[config.mk]
export PLATFORM = sky130hd
export DESIGN_NAME = environmental_sensor_compensation_flat
export DESIGN_NICKNAME = d
export VERILOG_FILES = /design/src/rtl/core/esc_pkg.sv /design/src/rtl/core/esc_if.sv /design/src/rtl/core/environmental_sensor_compensation.sv /design/src/flat_wrapper.sv
export SDC_FILE = /design/constraint.sdc
export NUM_CORES = 2
export LEC_CHECK = 0
export BUFFER_PORTS_ARGS = -buffer_cell sky130_fd_sc_hd__buf_2
export CAP_MARGIN = 20
export CELL_PAD_IN_SITES_DETAIL_PLACEMENT = 1
export CELL_PAD_IN_SITES_GLOBAL_PLACEMENT = 1
export CORE_MARGIN = 2
export CORE_UTILIZATION = 54
export CTS_CLUSTER_SIZE = 10
export DETAILED_ROUTE_END_ITERATION = 16
export MAX_ROUTING_LAYER = met4
export PLACE_DENSITY_LB_ADDON = 0.05
export SLEW_MARGIN = 20
export SYNTH_ARGS = -nofsm -noshare
export SYNTH_HDL_FRONTEND = slang
export SYNTH_SLANG_ARGS = --single-unit
[constraint.sdc]
create_clock -name clock -period 31.2 [get_ports clock]
set_clock_uncertainty 0.1 [all_clocks]
set_input_delay 0 -clock clock [delete_from_list [all_inputs] [get_ports clock]]
set_output_delay 0 -clock clock [all_outputs]
set_load 0.02 [all_outputs]
[src/rtl/core/esc_pkg.sv]
// Shared constants, codes and helpers for the sensor compensation block.
`default_nettype none
package esc_pkg;
   localparam int RawW    = 24;
   localparam int HumRawW = 16;
   localparam int CsrIdxW = 3;
   localparam int CsrW    = 64;
   localparam int TempW   = 32;
   localparam int PressW  = 24;
   localparam int HumW    = 17;

   localparam logic [RawW-1:0]    RawOff = 24'h800000;
   localparam logic [HumRawW-1:0] HumOff = 16'h8000;

   // register indexes
   localparam logic [CsrIdxW-1:0] CSR_CAL_TEMP        = 3'd0;
   localparam logic [CsrIdxW-1:0] CSR_CAL_PRESS_LOW   = 3'd1;
   localparam logic [CsrIdxW-1:0] CSR_CAL_PRESS_HIGH  = 3'd2;
   localparam logic [CsrIdxW-1:0] CSR_CAL_PRESS_NINTH = 3'd3;
   localparam logic [CsrIdxW-1:0] CSR_CAL_HUM         = 3'd4;
   localparam logic [CsrIdxW-1:0] CSR_TEMP_OFFSET     = 3'd5;

   // sequencer states
   localparam logic [2:0] ST_IDLE  = 3'd0;
   localparam logic [2:0] ST_ISSUE = 3'd1;
   localparam logic [2:0] ST_MUL   = 3'd2;
   localparam logic [2:0] ST_WB    = 3'd3;
   localparam logic [2:0] ST_DIV   = 3'd4;
   localparam logic [2:0] ST_DFIN  = 3'd5;
   localparam logic [2:0] ST_OUT   = 3'd6;

   // program steps, one multiply each
   localparam logic [4:0] PC_T_A     = 5'd0;
   localparam logic [4:0] PC_T_B     = 5'd1;
   localparam logic [4:0] PC_T_FINE  = 5'd2;
   localparam logic [4:0] PC_P_SQ    = 5'd3;
   localparam logic [4:0] PC_P_V2A   = 5'd4;
   localparam logic [4:0] PC_P_V2B   = 5'd5;
   localparam logic [4:0] PC_P_V1A   = 5'd6;
   localparam logic [4:0] PC_P_V1B   = 5'd7;
   localparam logic [4:0] PC_P_V1C   = 5'd8;
   localparam logic [4:0] PC_P_NUM   = 5'd9;
   localparam logic [4:0] PC_P_Q2    = 5'd10;
   localparam logic [4:0] PC_P_Q9    = 5'd11;
   localparam logic [4:0] PC_P_FIN   = 5'd12;
   localparam logic [4:0] PC_H_T     = 5'd13;
   localparam logic [4:0] PC_H_U1    = 5'd14;
   localparam logic [4:0] PC_H_U2    = 5'd15;
   localparam logic [4:0] PC_H_U3    = 5'd16;
   localparam logic [4:0] PC_H_U4    = 5'd17;
   localparam logic [4:0] PC_H_V     = 5'd18;
   localparam logic [4:0] PC_H_W     = 5'd19;
   localparam logic [4:0] PC_H_FIN   = 5'd20;

   localparam logic [3:0] MulLast = 4'hF;   // 16 radix-16 digits
   localparam logic [5:0] DivLast = 6'd63;  // 64 quotient bits

   localparam logic [31:0] HumMax = 32'd419430400;

   function automatic logic [63:0] sx16(input logic [15:0] v);
      sx16 = {{48{v[15]}}, v};
   endfunction

   function automatic logic [63:0] sx32(input logic [31:0] v);
      sx32 = {{32{v[31]}}, v};
   endfunction

   function automatic logic [31:0] asr32(input logic [31:0] v, input int n);
      asr32 = 32'($signed(v) >>> n);
   endfunction

   function automatic logic [63:0] asr64(input logic [63:0] v, input int n);
      asr64 = 64'($signed(v) >>> n);
   endfunction
endpackage
`default_nettype wire

[src/rtl/core/esc_if.sv]
// Channel interfaces: sample request, result response, register write.
`default_nettype none
interface esc_req_if;
   logic                         valid;
   logic                         ready;
   logic [esc_pkg::RawW-1:0]     raw_temp;
   logic [esc_pkg::RawW-1:0]     raw_press;
   logic [esc_pkg::HumRawW-1:0]  raw_hum;
   modport source (output valid, raw_temp, raw_press, raw_hum, input ready);
   modport sink   (input valid, raw_temp, raw_press, raw_hum, output ready);
endinterface

interface esc_rsp_if;
   logic                              valid;
   logic                              ready;
   logic signed [esc_pkg::TempW-1:0]  temp_centi;
   logic                              temp_ok;
   logic [esc_pkg::PressW-1:0]        press_pa;
   logic                              press_ok;
   logic [esc_pkg::HumW-1:0]          hum_q10;
   logic                              hum_ok;
   modport source (output valid, temp_centi, temp_ok, press_pa, press_ok, hum_q10, hum_ok,
                   input ready);
   modport sink   (input valid, temp_centi, temp_ok, press_pa, press_ok, hum_q10, hum_ok,
                   output ready);
endinterface

interface esc_csr_if;
   logic                         valid;
   logic                         ready;
   logic [esc_pkg::CsrIdxW-1:0]  idx;
   logic [esc_pkg::CsrW-1:0]     wdata;
   modport source (output valid, idx, wdata, input ready);
   modport sink   (input valid, idx, wdata, output ready);
endinterface
`default_nettype wire

[src/rtl/core/environmental_sensor_compensation.sv]
// A request runs 21 multiplies (issue, 16 radix-16 digits, writeback each), a 64-bit restoring
// divide with a sign fixup, and an output state before the response transaction.
// A zero pressure divisor skips the divide and four multiplies.
// req_ch.ready is high only while idle, so the block takes no new request while one is in flight,
// and a result waits in the output register until taken.
// Reset (synchronous, active high) clears sequencer, calibration and fine temperature to zero.
`default_nettype none
module environmental_sensor_compensation (
   input  wire logic clock,
   input  wire logic reset,
   esc_req_if.sink   req_ch,
   esc_rsp_if.source rsp_ch,
   esc_csr_if.sink   csr_ch
);
   import esc_pkg::*;

   // calibration registers
   logic [47:0] cal_temp_ff;
   logic [63:0] cal_press_low_ff, cal_press_high_ff, cal_hum_ff;
   logic [15:0] cal_press_ninth_ff;
   logic [23:0] temp_offset_ff;

   // sequencer
   logic [2:0] state_ff, state_in;
   logic [4:0] pc_ff, pc_in;
   logic [5:0] cnt_ff, cnt_in;

   // latched sample
   logic [RawW-1:0]    raw_temp_ff, raw_press_ff;
   logic [HumRawW-1:0] raw_hum_ff;

   // persistent fine temperature
   logic [31:0] fine_ff, fine_in;

   // shared multiplier: a shifts up, b shifts down one hex digit per cycle
   logic [63:0] mul_a_ff, mul_a_in, mul_b_ff, mul_b_in, acc_ff, acc_in;
   logic [63:0] op_a, op_b;

   // divider
   logic [63:0] quo_ff, quo_in, rem_ff, rem_in, dvs_ff, dvs_in;
   logic        neg_ff, neg_in;
   logic [64:0] rem_sh, diff;

   // scratch registers
   logic [63:0] ra_ff, ra_in, rb_ff, rb_in, rc_ff, rc_in, rd_ff, rd_in;

   // result registers
   logic [31:0] temp_ff, temp_in;
   logic [23:0] press_ff, press_in;
   logic [16:0] hum_ff, hum_in;
   logic        temp_ok_ff, temp_ok_in, press_ok_ff, press_ok_in, hum_ok_ff, hum_ok_in;

   // operand views
   logic [19:0] adc_t, adc_p;
   logic [15:0] t1;
   logic [31:0] a32, b32, p32, fine_new, hx, hv, ht;
   logic [63:0] prod, pv1, f64, tmp64, psum, pfin, num;
   logic [11:0] h4, h5;
   logic        t_en, p_en, h_en;

   assign prod  = acc_ff;
   assign p32   = acc_ff[31:0];
   assign adc_t = raw_temp_ff[23:4];
   assign adc_p = raw_press_ff[23:4];
   assign t1    = cal_temp_ff[15:0];
   assign a32   = {15'b0, adc_t[19:3]} - {15'b0, t1, 1'b0};
   assign b32   = {16'b0, adc_t[19:4]} - {16'b0, t1};
   assign pv1   = sx32(fine_ff) - 64'd128000;
   assign hx    = fine_ff - 32'd76800;
   assign h4    = cal_hum_ff[43:32];
   assign h5    = cal_hum_ff[55:44];
   assign t_en  = raw_temp_ff != RawOff;
   assign p_en  = raw_press_ff != RawOff;
   assign h_en  = raw_hum_ff != HumOff;

   assign req_ch.ready = state_ff == ST_IDLE;
   assign csr_ch.ready = 1'b1;

   assign rsp_ch.valid      = state_ff == ST_OUT;
   assign rsp_ch.temp_centi = temp_ff;
   assign rsp_ch.temp_ok    = temp_ok_ff;
   assign rsp_ch.press_pa   = press_ff;
   assign rsp_ch.press_ok   = press_ok_ff;
   assign rsp_ch.hum_q10    = hum_ff;
   assign rsp_ch.hum_ok     = hum_ok_ff;

   // operand selection per program step; 32-bit steps only use the low half
   always_comb begin
      unique case (pc_ff)
         PC_T_A:    begin op_a = sx32(a32);   op_b = sx16(cal_temp_ff[31:16]); end
         PC_T_B:    begin op_a = sx32(b32);   op_b = sx32(b32); end
         PC_T_FINE: begin op_a = rb_ff;       op_b = sx16(cal_temp_ff[47:32]); end
         PC_P_SQ:   begin op_a = pv1;         op_b = pv1; end
         PC_P_V2A:  begin op_a = ra_ff;       op_b = sx16(cal_press_high_ff[31:16]); end
         PC_P_V2B:  begin op_a = pv1;         op_b = sx16(cal_press_high_ff[15:0]); end
         PC_P_V1A:  begin op_a = ra_ff;       op_b = sx16(cal_press_low_ff[47:32]); end
         PC_P_V1B:  begin op_a = pv1;         op_b = sx16(cal_press_low_ff[31:16]); end
         PC_P_V1C:  begin
            op_a = 64'h0000_8000_0000_0000 + rc_ff;
            op_b = {48'b0, cal_press_low_ff[15:0]};
         end
         PC_P_NUM:  begin op_a = num;         op_b = 64'd3125; end
         PC_P_Q2:   begin op_a = asr64(rd_ff, 13); op_b = asr64(rd_ff, 13); end
         PC_P_Q9:   begin op_a = ra_ff;       op_b = sx16(cal_press_ninth_ff); end
         PC_P_FIN:  begin op_a = rd_ff;       op_b = sx16(cal_press_high_ff[63:48]); end
         PC_H_T:    begin op_a = {{52{h5[11]}}, h5}; op_b = sx32(hx); end
         PC_H_U1:   begin op_a = sx32(hx);    op_b = {{56{cal_hum_ff[63]}}, cal_hum_ff[63:56]}; end
         PC_H_U2:   begin op_a = sx32(hx);    op_b = {56'b0, cal_hum_ff[31:24]}; end
         PC_H_U3:   begin op_a = rb_ff;       op_b = rc_ff; end
         PC_H_U4:   begin op_a = rb_ff;       op_b = sx16(cal_hum_ff[23:8]); end
         PC_H_V:    begin op_a = ra_ff;       op_b = rb_ff; end
         PC_H_W:    begin
            op_a = sx32(asr32(ra_ff[31:0], 15));
            op_b = sx32(asr32(ra_ff[31:0], 15));
         end
         PC_H_FIN:  begin op_a = rb_ff;       op_b = {56'b0, cal_hum_ff[7:0]}; end
         default:   begin op_a = '0;          op_b = '0; end
      endcase
   end

   // glue terms used at writeback
   assign fine_new = ra_ff[31:0] + asr32(p32, 14) + {{8{temp_offset_ff[23]}}, temp_offset_ff};
   assign f64      = sx32(fine_new);
   assign tmp64    = asr64((f64 << 2) + f64 + 64'd128, 8);
   // rb_ff holds var2 of the pressure formula here
   assign num      = ((64'd1048576 - {44'b0, adc_p}) << 31) - rb_ff;
   assign psum     = rd_ff + ra_ff + asr64(prod, 19);
   assign pfin     = asr64(psum, 8) + (sx16(cal_press_high_ff[47:32]) << 4);
   assign ht       = {2'b0, raw_hum_ff, 14'b0} - {h4, 20'b0} - p32;
   assign hv       = ra_ff[31:0] - asr32(p32, 4);
   assign rem_sh   = {rem_ff, quo_ff[63]};
   assign diff     = rem_sh - {1'b0, dvs_ff};

   always_comb begin
      state_in    = state_ff;
      pc_in       = pc_ff;
      cnt_in      = cnt_ff;
      fine_in     = fine_ff;
      mul_a_in    = mul_a_ff;
      mul_b_in    = mul_b_ff;
      acc_in      = acc_ff;
      quo_in      = quo_ff;
      rem_in      = rem_ff;
      dvs_in      = dvs_ff;
      neg_in      = neg_ff;
      ra_in       = ra_ff;
      rb_in       = rb_ff;
      rc_in       = rc_ff;
      rd_in       = rd_ff;
      temp_in     = temp_ff;
      press_in    = press_ff;
      hum_in      = hum_ff;
      temp_ok_in  = temp_ok_ff;
      press_ok_in = press_ok_ff;
      hum_ok_in   = hum_ok_ff;
      unique case (state_ff)
         ST_IDLE: begin
            if (req_ch.valid) begin
               state_in    = ST_ISSUE;
               pc_in       = PC_T_A;
               temp_in     = '0;
               press_in    = '0;
               hum_in      = '0;
               temp_ok_in  = 1'b0;
               press_ok_in = 1'b0;
               hum_ok_in   = 1'b0;
            end
         end
         ST_ISSUE: begin
            mul_a_in = op_a;
            mul_b_in = op_b;
            acc_in   = '0;
            cnt_in   = '0;
            state_in = ST_MUL;
         end
         ST_MUL: begin
            acc_in   = acc_ff + 64'(mul_a_ff * mul_b_ff[3:0]);
            mul_a_in = mul_a_ff << 4;
            mul_b_in = mul_b_ff >> 4;
            cnt_in   = cnt_ff + 6'd1;
            if (cnt_ff[3:0] == MulLast) state_in = ST_WB;
         end
         ST_WB: begin
            pc_in    = pc_ff + 5'd1;
            state_in = ST_ISSUE;
            unique case (pc_ff)
               PC_T_A:    ra_in = {32'b0, asr32(p32, 11)};
               PC_T_B:    rb_in = {32'b0, asr32(p32, 12)};
               PC_T_FINE: begin
                  // disabled temperature keeps the old fine value
                  if (t_en) begin
                     fine_in    = fine_new;
                     temp_in    = tmp64[31:0];
                     temp_ok_in = 1'b1;
                  end
               end
               PC_P_SQ:   ra_in = prod;
               PC_P_V2A:  rb_in = prod;
               PC_P_V2B:  rb_in = rb_ff + (prod << 17) + (sx16(cal_press_low_ff[63:48]) << 35);
               PC_P_V1A:  rc_in = asr64(prod, 8);
               PC_P_V1B:  rc_in = rc_ff + (prod << 12);
               PC_P_V1C:  begin
                  rc_in = asr64(prod, 33);
                  // zero divisor: pressure invalid, go straight to humidity
                  if (asr64(prod, 33) == 64'd0) pc_in = PC_H_T;
               end
               PC_P_NUM:  begin
                  quo_in   = prod[63] ? -prod : prod;
                  dvs_in   = rc_ff[63] ? -rc_ff : rc_ff;
                  neg_in   = prod[63] ^ rc_ff[63];
                  rem_in   = '0;
                  cnt_in   = '0;
                  state_in = ST_DIV;
               end
               PC_P_Q2:   ra_in = prod;
               PC_P_Q9:   ra_in = asr64(prod, 25);
               PC_P_FIN:  begin
                  if (p_en) begin
                     press_in    = pfin[31:8];
                     press_ok_in = 1'b1;
                  end
               end
               PC_H_T:    ra_in = {32'b0, asr32(ht + 32'd16384, 15)};
               PC_H_U1:   rb_in = {32'b0, asr32(p32, 10)};
               PC_H_U2:   rc_in = {32'b0, asr32(p32, 11) + 32'd32768};
               PC_H_U3:   rb_in = {32'b0, asr32(p32, 10) + 32'd2097152};
               PC_H_U4:   rb_in = {32'b0, asr32(p32 + 32'd8192, 14)};
               PC_H_V:    ra_in = {32'b0, p32};
               PC_H_W:    rb_in = {32'b0, asr32(p32, 7)};
               PC_H_FIN:  begin
                  state_in = ST_OUT;
                  if (h_en) begin
                     hum_ok_in = 1'b1;
                     priority if (hv[31])      hum_in = '0;
                     else if (hv > HumMax)     hum_in = HumMax[28:12];
                     else                      hum_in = hv[28:12];
                  end
               end
               default: state_in = ST_OUT;
            endcase
         end
         ST_DIV: begin
            // restoring divide on magnitudes, one quotient bit per cycle
            if (!diff[64]) begin
               rem_in = diff[63:0];
               quo_in = {quo_ff[62:0], 1'b1};
            end else begin
               rem_in = rem_sh[63:0];
               quo_in = {quo_ff[62:0], 1'b0};
            end
            cnt_in = cnt_ff + 6'd1;
            if (cnt_ff == DivLast) state_in = ST_DFIN;
         end
         ST_DFIN: begin
            rd_in    = neg_ff ? -quo_ff : quo_ff;
            pc_in    = PC_P_Q2;
            state_in = ST_ISSUE;
         end
         ST_OUT: begin
            if (rsp_ch.ready) state_in = ST_IDLE;
         end
         default: state_in = ST_IDLE;
      endcase
   end

   always_ff @(posedge clock) begin
      if (reset) begin
         state_ff           <= ST_IDLE;
         pc_ff              <= PC_T_A;
         cnt_ff             <= '0;
         fine_ff            <= '0;
         cal_temp_ff        <= '0;
         cal_press_low_ff   <= '0;
         cal_press_high_ff  <= '0;
         cal_press_ninth_ff <= '0;
         cal_hum_ff         <= '0;
         temp_offset_ff     <= '0;
      end else begin
         state_ff <= state_in;
         pc_ff    <= pc_in;
         cnt_ff   <= cnt_in;
         fine_ff  <= fine_in;
         if (csr_ch.valid) begin
            unique case (csr_ch.idx)
               CSR_CAL_TEMP:        cal_temp_ff        <= csr_ch.wdata[47:0];
               CSR_CAL_PRESS_LOW:   cal_press_low_ff   <= csr_ch.wdata;
               CSR_CAL_PRESS_HIGH:  cal_press_high_ff  <= csr_ch.wdata;
               CSR_CAL_PRESS_NINTH: cal_press_ninth_ff <= csr_ch.wdata[15:0];
               CSR_CAL_HUM:         cal_hum_ff         <= csr_ch.wdata;
               CSR_TEMP_OFFSET:     temp_offset_ff     <= csr_ch.wdata[23:0];
               default: ;
            endcase
         end
      end
   end

   always_ff @(posedge clock) begin
      if (req_ch.valid && req_ch.ready) begin
         raw_temp_ff  <= req_ch.raw_temp;
         raw_press_ff <= req_ch.raw_press;
         raw_hum_ff   <= req_ch.raw_hum;
      end
      mul_a_ff    <= mul_a_in;
      mul_b_ff    <= mul_b_in;
      acc_ff      <= acc_in;
      quo_ff      <= quo_in;
      rem_ff      <= rem_in;
      dvs_ff      <= dvs_in;
      neg_ff      <= neg_in;
      ra_ff       <= ra_in;
      rb_ff       <= rb_in;
      rc_ff       <= rc_in;
      rd_ff       <= rd_in;
      temp_ff     <= temp_in;
      press_ff    <= press_in;
      hum_ff      <= hum_in;
      temp_ok_ff  <= temp_ok_in;
      press_ok_ff <= press_ok_in;
      hum_ok_ff   <= hum_ok_in;
   end

`ifndef SYNTHESIS
   a_no_overlap: assert property (@(posedge clock) disable iff (reset)
      !(req_ch.ready && rsp_ch.valid))
      else $error("request taken while result pending");
   a_start: assert property (@(posedge clock) disable iff (reset)
      req_ch.valid && req_ch.ready |=> state_ff == ST_ISSUE && pc_ff == PC_T_A)
      else $error("sequencer did not start");
   a_div_nonzero: assert property (@(posedge clock) disable iff (reset)
      state_ff == ST_DIV |-> dvs_ff != 64'd0)
      else $error("divide by zero");
   a_rsp_done: assert property (@(posedge clock) disable iff (reset)
      rsp_ch.valid && rsp_ch.ready |=> state_ff == ST_IDLE)
      else $error("no return to idle after result");
`endif
endmodule
`default_nettype wire

[src/flat_wrapper.sv]
// flat-port wrapper written by rule: the top's interface ports become plain ports
module environmental_sensor_compensation_flat import esc_pkg::*;
  (clock, reset, req_ch_valid, req_ch_raw_temp, req_ch_raw_press, req_ch_raw_hum, req_ch_ready, rsp_ch_valid, rsp_ch_temp_centi, rsp_ch_temp_ok, rsp_ch_press_pa, rsp_ch_press_ok, rsp_ch_hum_q10, rsp_ch_hum_ok, rsp_ch_ready, csr_ch_valid, csr_ch_idx, csr_ch_wdata, csr_ch_ready);
  esc_req_if req_ch_i ();
  esc_rsp_if rsp_ch_i ();
  esc_csr_if csr_ch_i ();
  input  wire logic clock;
  input  wire logic reset;
  input wire logic [$bits(req_ch_i.valid)-1:0] req_ch_valid;
  input wire logic [$bits(req_ch_i.raw_temp)-1:0] req_ch_raw_temp;
  input wire logic [$bits(req_ch_i.raw_press)-1:0] req_ch_raw_press;
  input wire logic [$bits(req_ch_i.raw_hum)-1:0] req_ch_raw_hum;
  output wire logic [$bits(req_ch_i.ready)-1:0] req_ch_ready;
  output wire logic [$bits(rsp_ch_i.valid)-1:0] rsp_ch_valid;
  output wire logic [$bits(rsp_ch_i.temp_centi)-1:0] rsp_ch_temp_centi;
  output wire logic [$bits(rsp_ch_i.temp_ok)-1:0] rsp_ch_temp_ok;
  output wire logic [$bits(rsp_ch_i.press_pa)-1:0] rsp_ch_press_pa;
  output wire logic [$bits(rsp_ch_i.press_ok)-1:0] rsp_ch_press_ok;
  output wire logic [$bits(rsp_ch_i.hum_q10)-1:0] rsp_ch_hum_q10;
  output wire logic [$bits(rsp_ch_i.hum_ok)-1:0] rsp_ch_hum_ok;
  input wire logic [$bits(rsp_ch_i.ready)-1:0] rsp_ch_ready;
  input wire logic [$bits(csr_ch_i.valid)-1:0] csr_ch_valid;
  input wire logic [$bits(csr_ch_i.idx)-1:0] csr_ch_idx;
  input wire logic [$bits(csr_ch_i.wdata)-1:0] csr_ch_wdata;
  output wire logic [$bits(csr_ch_i.ready)-1:0] csr_ch_ready;
  assign req_ch_i.valid = req_ch_valid;
  assign req_ch_i.raw_temp = req_ch_raw_temp;
  assign req_ch_i.raw_press = req_ch_raw_press;
  assign req_ch_i.raw_hum = req_ch_raw_hum;
  assign req_ch_ready = req_ch_i.ready;
  assign rsp_ch_valid = rsp_ch_i.valid;
  assign rsp_ch_temp_centi = rsp_ch_i.temp_centi;
  assign rsp_ch_temp_ok = rsp_ch_i.temp_ok;
  assign rsp_ch_press_pa = rsp_ch_i.press_pa;
  assign rsp_ch_press_ok = rsp_ch_i.press_ok;
  assign rsp_ch_hum_q10 = rsp_ch_i.hum_q10;
  assign rsp_ch_hum_ok = rsp_ch_i.hum_ok;
  assign rsp_ch_i.ready = rsp_ch_ready;
  assign csr_ch_i.valid = csr_ch_valid;
  assign csr_ch_i.idx = csr_ch_idx;
  assign csr_ch_i.wdata = csr_ch_wdata;
  assign csr_ch_ready = csr_ch_i.ready;
  environmental_sensor_compensation u_core (.clock(clock), .reset(reset), .req_ch(req_ch_i), .rsp_ch(rsp_ch_i), .csr_ch(csr_ch_i));
endmodule
==> flow_metrics.tcl, run 1 <==
set metrics [dict create \
    grt_usage_pct 69.10 \
    synthesis.area_um2 84440 \
    synth-edff-count 781 \
    cts_resized 0 \
    clockBufferDepth 3 \
    synth-seq-area-share_pct 35.50 \
    hpwl_mm 319.3 \
    die_w_um 399.4 \
    synthArstFlopShare_pct 0 \
    die_h_um 399.4 \
    overflow 14 \
    globalplace.congestion 1.114 \
    status "stopped before the end" \
    io_buffers 213 \
    yosys_most_used_dff "edfxtp_1" \
    htreeDepth 4 \
    netlist_instances 9339 \
    start_util_pct 54.24 \
    haltStage "global routing" \
    ys_warn_count 0 \
    cts-root-buf "clkbuf_16" \
    synth.distinct_cells 109 \
    numCtsBuffers 141 \
    synth_nets 10300 \
    ys_seq_elements 1107 \
    grt_max_degree 180 \
    rows 145 \
    avgSynthCellArea_um2 9.041 \
    numClockSinks 1107 \
    stop_error "[ERROR GRT-0232] Routing congestion too high. Check the congestion heatmap in the GUI." \
    antenna_found_initial 119 \
    io-pin-count 215 \
]
## per-stage QoR
step	hold WS (ps)	utilization [%]	instances	worst slack [ps]	instance area, um2
CTS	1.256	61.19	11790	22580	95250
detailed placement	78.70	56.49	11280	22560	87940
global placement	76.28	56.49	11270	22670	87930
floorplan	-1.131	-	9339	19840	84440
## routing by layer
| metal | GRT overflow | GRT usage (%) |
|---|---|---|
| met4 | 8 | 56.58 |
| met1 | 0 | 72.36 |
| met3 | 2 | 51.11 |
| met5 | - | - |
| met2 | 4 | 84.67 |
## cell families after synthesis
family / share of synthesized area [%]
simple gates: 15.86
compound gates: 21.78
flops: 35.50
buf+inv: 4.388
fa+ha+maj: 14.84
xor+xnor: 7.142
mux: 0.4801
other cells: 0.004441
## cell usage after synthesis (63+ instances only)
cell / count / share of area, %
nand2_1: 1439 / 6.4
a21oi_1: 811 / 4.8
edfxtp_1: 781 / 28
ha_1: 527 / 7.8
nor2_1: 510 / 2.3
o21ai_0: 495 / 2.9
clkbuf_1: 494 / 2.2
xnor2_1: 461 / 4.8
inv_1: 434 / 1.9
dfxtp_1: 326 / 7.7
fa_1: 296 / 7.0
a21o_1: 284 / 2.5
xor2_1: 222 / 2.3
a22oi_1: 165 / 1.5
nand3_1: 164 / 0.97
nor3_1: 153 / 0.91
a222oi_1: 140 / 1.7
and2_1: 115 / 0.85
nand4_1: 96 / 0.71
nand2b_1: 84 / 0.62
o31ai_1: 80 / 0.71
a22o_1: 79 / 0.82
o21bai_1: 77 / 0.68
a221oi_1: 67 / 0.69
nor2b_1: 64 / 0.47
a211oi_1: 63 / 0.56
## repair_timing
| item | in CTS |
|---|---|
| buffers inserted | 0 |
| hold buffers | 279 |
| endpoints found under the hold margin | 390 |
==> run 2, diff against run 1 <==
CELL_PAD_IN_SITES_DETAIL_PLACEMENT = unset   (was 1)
CELL_PAD_IN_SITES_GLOBAL_PLACEMENT = unset   (was 1)
CORE_UTILIZATION = 40   (was 54)
CTS_CLUSTER_SIZE = unset   (was 10)
MAX_ROUTING_LAYER = unset   (was met4)
PLACE_DENSITY_LB_ADDON = 0.15   (was 0.05)
==> flow_metrics.tcl, run 2 <==
set metrics [dict create \
    antenna_found_initial 31 \
    finalSetupViolations 0 \
    max-slew-margin-rel_pct 15.39 \
    wl_mm 407.2 \
    vias 80380 \
    wl_met3_mm 57.08 \
    coreArea_um2 209800 \
    area_growth_pct 14.94 \
    ys_seq_elements 1107 \
    worst_slew_pin_slew_ps 1269 \
    maxSlewViolCount 0 \
    synth.distinct_cells 109 \
    die_h_um 463.4 \
    fp.dieArea_um2 214800 \
    clkTransAtPathRegs_ps 60 \
    worstSetupStartpointType "flop" \
    clockBufferDepth 3 \
    timing_worst_setup_path_type "flop to flop" \
    period_needed_ps 8357 \
    slowest_delay_ps 620 \
    numCtsBuffers 143 \
    synth_top_area_share_pct 27.78 \
    clk_latency_ps 870 \
    synth_most_common_cell "nand2_1" \
    finalCritPeriodShare_pct 26.78 \
    maxCapViolations 0 \
    drt_iter0_drc 12750 \
    cts-root-buf "clkbuf_16" \
    hpwl_mm 300.5 \
    wire_per_inst_um 32.29 \
    final_common_cell "nand2_1" \
    cp_slowest_cell "edfxtp_1" \
    max_freq_mhz 119.7 \
    grt_pass1_vias 74950 \
    firstDrtPassIters 13 \
    status "finished, final reports clean" \
    end_kind "flop" \
    layout-drive-gt1-share_pct 8.212 \
    hold_viol_final 0 \
    die_w_um 463.4 \
    synth_area_leaders "edfxtp_1, ha_1, dfxtp_1, fa_1, nand2_1" \
    p_leak_nw 38.35 \
    synth_nets 10300 \
    final_area_um2 97050 \
    rows 168 \
    synth_common_cells "nand2_1, a21oi_1, edfxtp_1, ha_1, nor2_1" \
    overflow 0 \
    cpMostUsedCell "nor2_1" \
    io-pin-count 215 \
    synth-seq-area-share_pct 35.50 \
    ant_nets 0 \
    final_nets 10630 \
    htreeDepth 4 \
    ir_drop_uv 103.8 \
    synthesis.area_um2 84440 \
    cp.arrival_ps 8790 \
    post-route-drc-count 0 \
    fin_ws_ps 22840 \
    netlist_instances 9339 \
    cpLargestDelayFamily "compound AO/OA/AOI/OAI gates" \
    cts_resized 0 \
    hold_slack_ps 54.86 \
    place_area_um2 88950 \
    total_power_mw 11.03 \
    io_buffers 213 \
    path_buf_inv 3 \
    wl_met2_mm 157.3 \
    avgSynthCellArea_um2 9.041 \
    path_max_fanout 7 \
    routed.top_layer "met5" \
    layout_common_cells "nand2_1, a21oi_1, edfxtp_1, ha_1, o21ai_0" \
    numClockSinks 1107 \
    grt_max_degree 169 \
    fin_setup_tns_ps 0 \
    via_per_inst 6.374 \
    place_ws_ps 23130 \
    p_per_area_nw_per_um2 113.6 \
    synthArstFlopShare_pct 0 \
    synth_top_cell_by_area "edfxtp_1" \
    synth-edff-count 781 \
    ys_warn_count 0 \
    yosys_most_used_dff "edfxtp_1" \
    start_util_pct 40.25 \
    grt_pass1_wl_mm 569.4 \
    met1_length_mm 171.4 \
    cp.required_ps 31640 \
    tritoncts "yes" \
    globalplace.congestion 1.029 \
    grt_usage_pct 36.74 \
    rsz0062_at_grt "no" \
    holdCritPathClass "primary input to flop" \
]
## run 2: cell counts after synthesis
Identical to the previous run, type by type.
## run 2: cell families after synthesis
| logic type | after synthesis | share of synthesized area [%] |
|---|---|---|
| mux | 40 | 0.4801 |
| flops | 1107 | 35.50 |
| xor+xnor | 686 | 7.142 |
| buf+inv | 981 | 4.388 |
| compound gates | 2753 | 21.78 |
| simple gates | 2947 | 15.86 |
| fa+ha+maj | 824 | 14.84 |
| other cells | 1 | 0.004441 |
## run 2: metal layers
layer / up-vias / global-route usage (%)
met2: 5039 / 49.33
met1: 39690 / 51.76
met4: 12 / 16.16
met5: - / 0
met3: 917 / 13.93
li1: 34730 / -
## run 2: cell type report
type | instances | area, um2
fill | 20310 | 112700
multi-input combinational | 7251 | 51060
sequential | 1107 | 29980
timing repair buffer | 727 | 5709
clock buffer | 179 | 3909
tap | 2805 | 3510
inverter | 444 | 1668
clock inverter | 83 | 1172
antenna | 15 | 37.54
## run 2: metrics by stage
step	cells	utilization, %
CTS	12590	46.23
detailed placement	12040	42.40
global placement	12040	42.39
global route	12600	46.24
finish	12610	46.26
floorplan	9339	-
## run 2: power by group
| group | switching (mW) | internal [mW] |
|---|---|---|
| clock network | 0.772 | 1.04 |
| logic | 4.63 | 2.63 |
| registers | 0.156 | 1.80 |
| total | 5.56 | 5.47 |
## run 2: final timing paths
check                                                               from                                    endpoint  slack [ps]  depth (start not counted)
worst max-delay path                     u_core.acc_ff[15]$_SDFFCE_PN0P_  u_core.rsp_ch.temp_centi[25]$_SDFFCE_PN0P_       22840                         27
worst min-delay path                                    csr_ch_wdata[60]    u_core.cal_press_low_ff[60]$_SDFFE_PP0P_          50                          4
worst max register to register           u_core.acc_ff[15]$_SDFFCE_PN0P_  u_core.rsp_ch.temp_centi[25]$_SDFFCE_PN0P_       22840                         27
worst min register to register  u_core.cal_press_high_ff[5]$_SDFFE_PP0P_    u_core.cal_press_high_ff[5]$_SDFFE_PP0P_         350                          2
## run 2: timing repair
item,CTS,global route
endpoints found under the hold margin,361,0
buffers inserted,0,0
hold buffers,294,0
## run 2: tightest hold or removal path, delay by kind of cell
kind                   cells  cell delay, ps
buffers and inverters      2             670
AND/OR/NAND/NOR            1             180
AO/OA/AOI/OAI              1              90
Note: power is estimated with default switching activity, not from simulation.
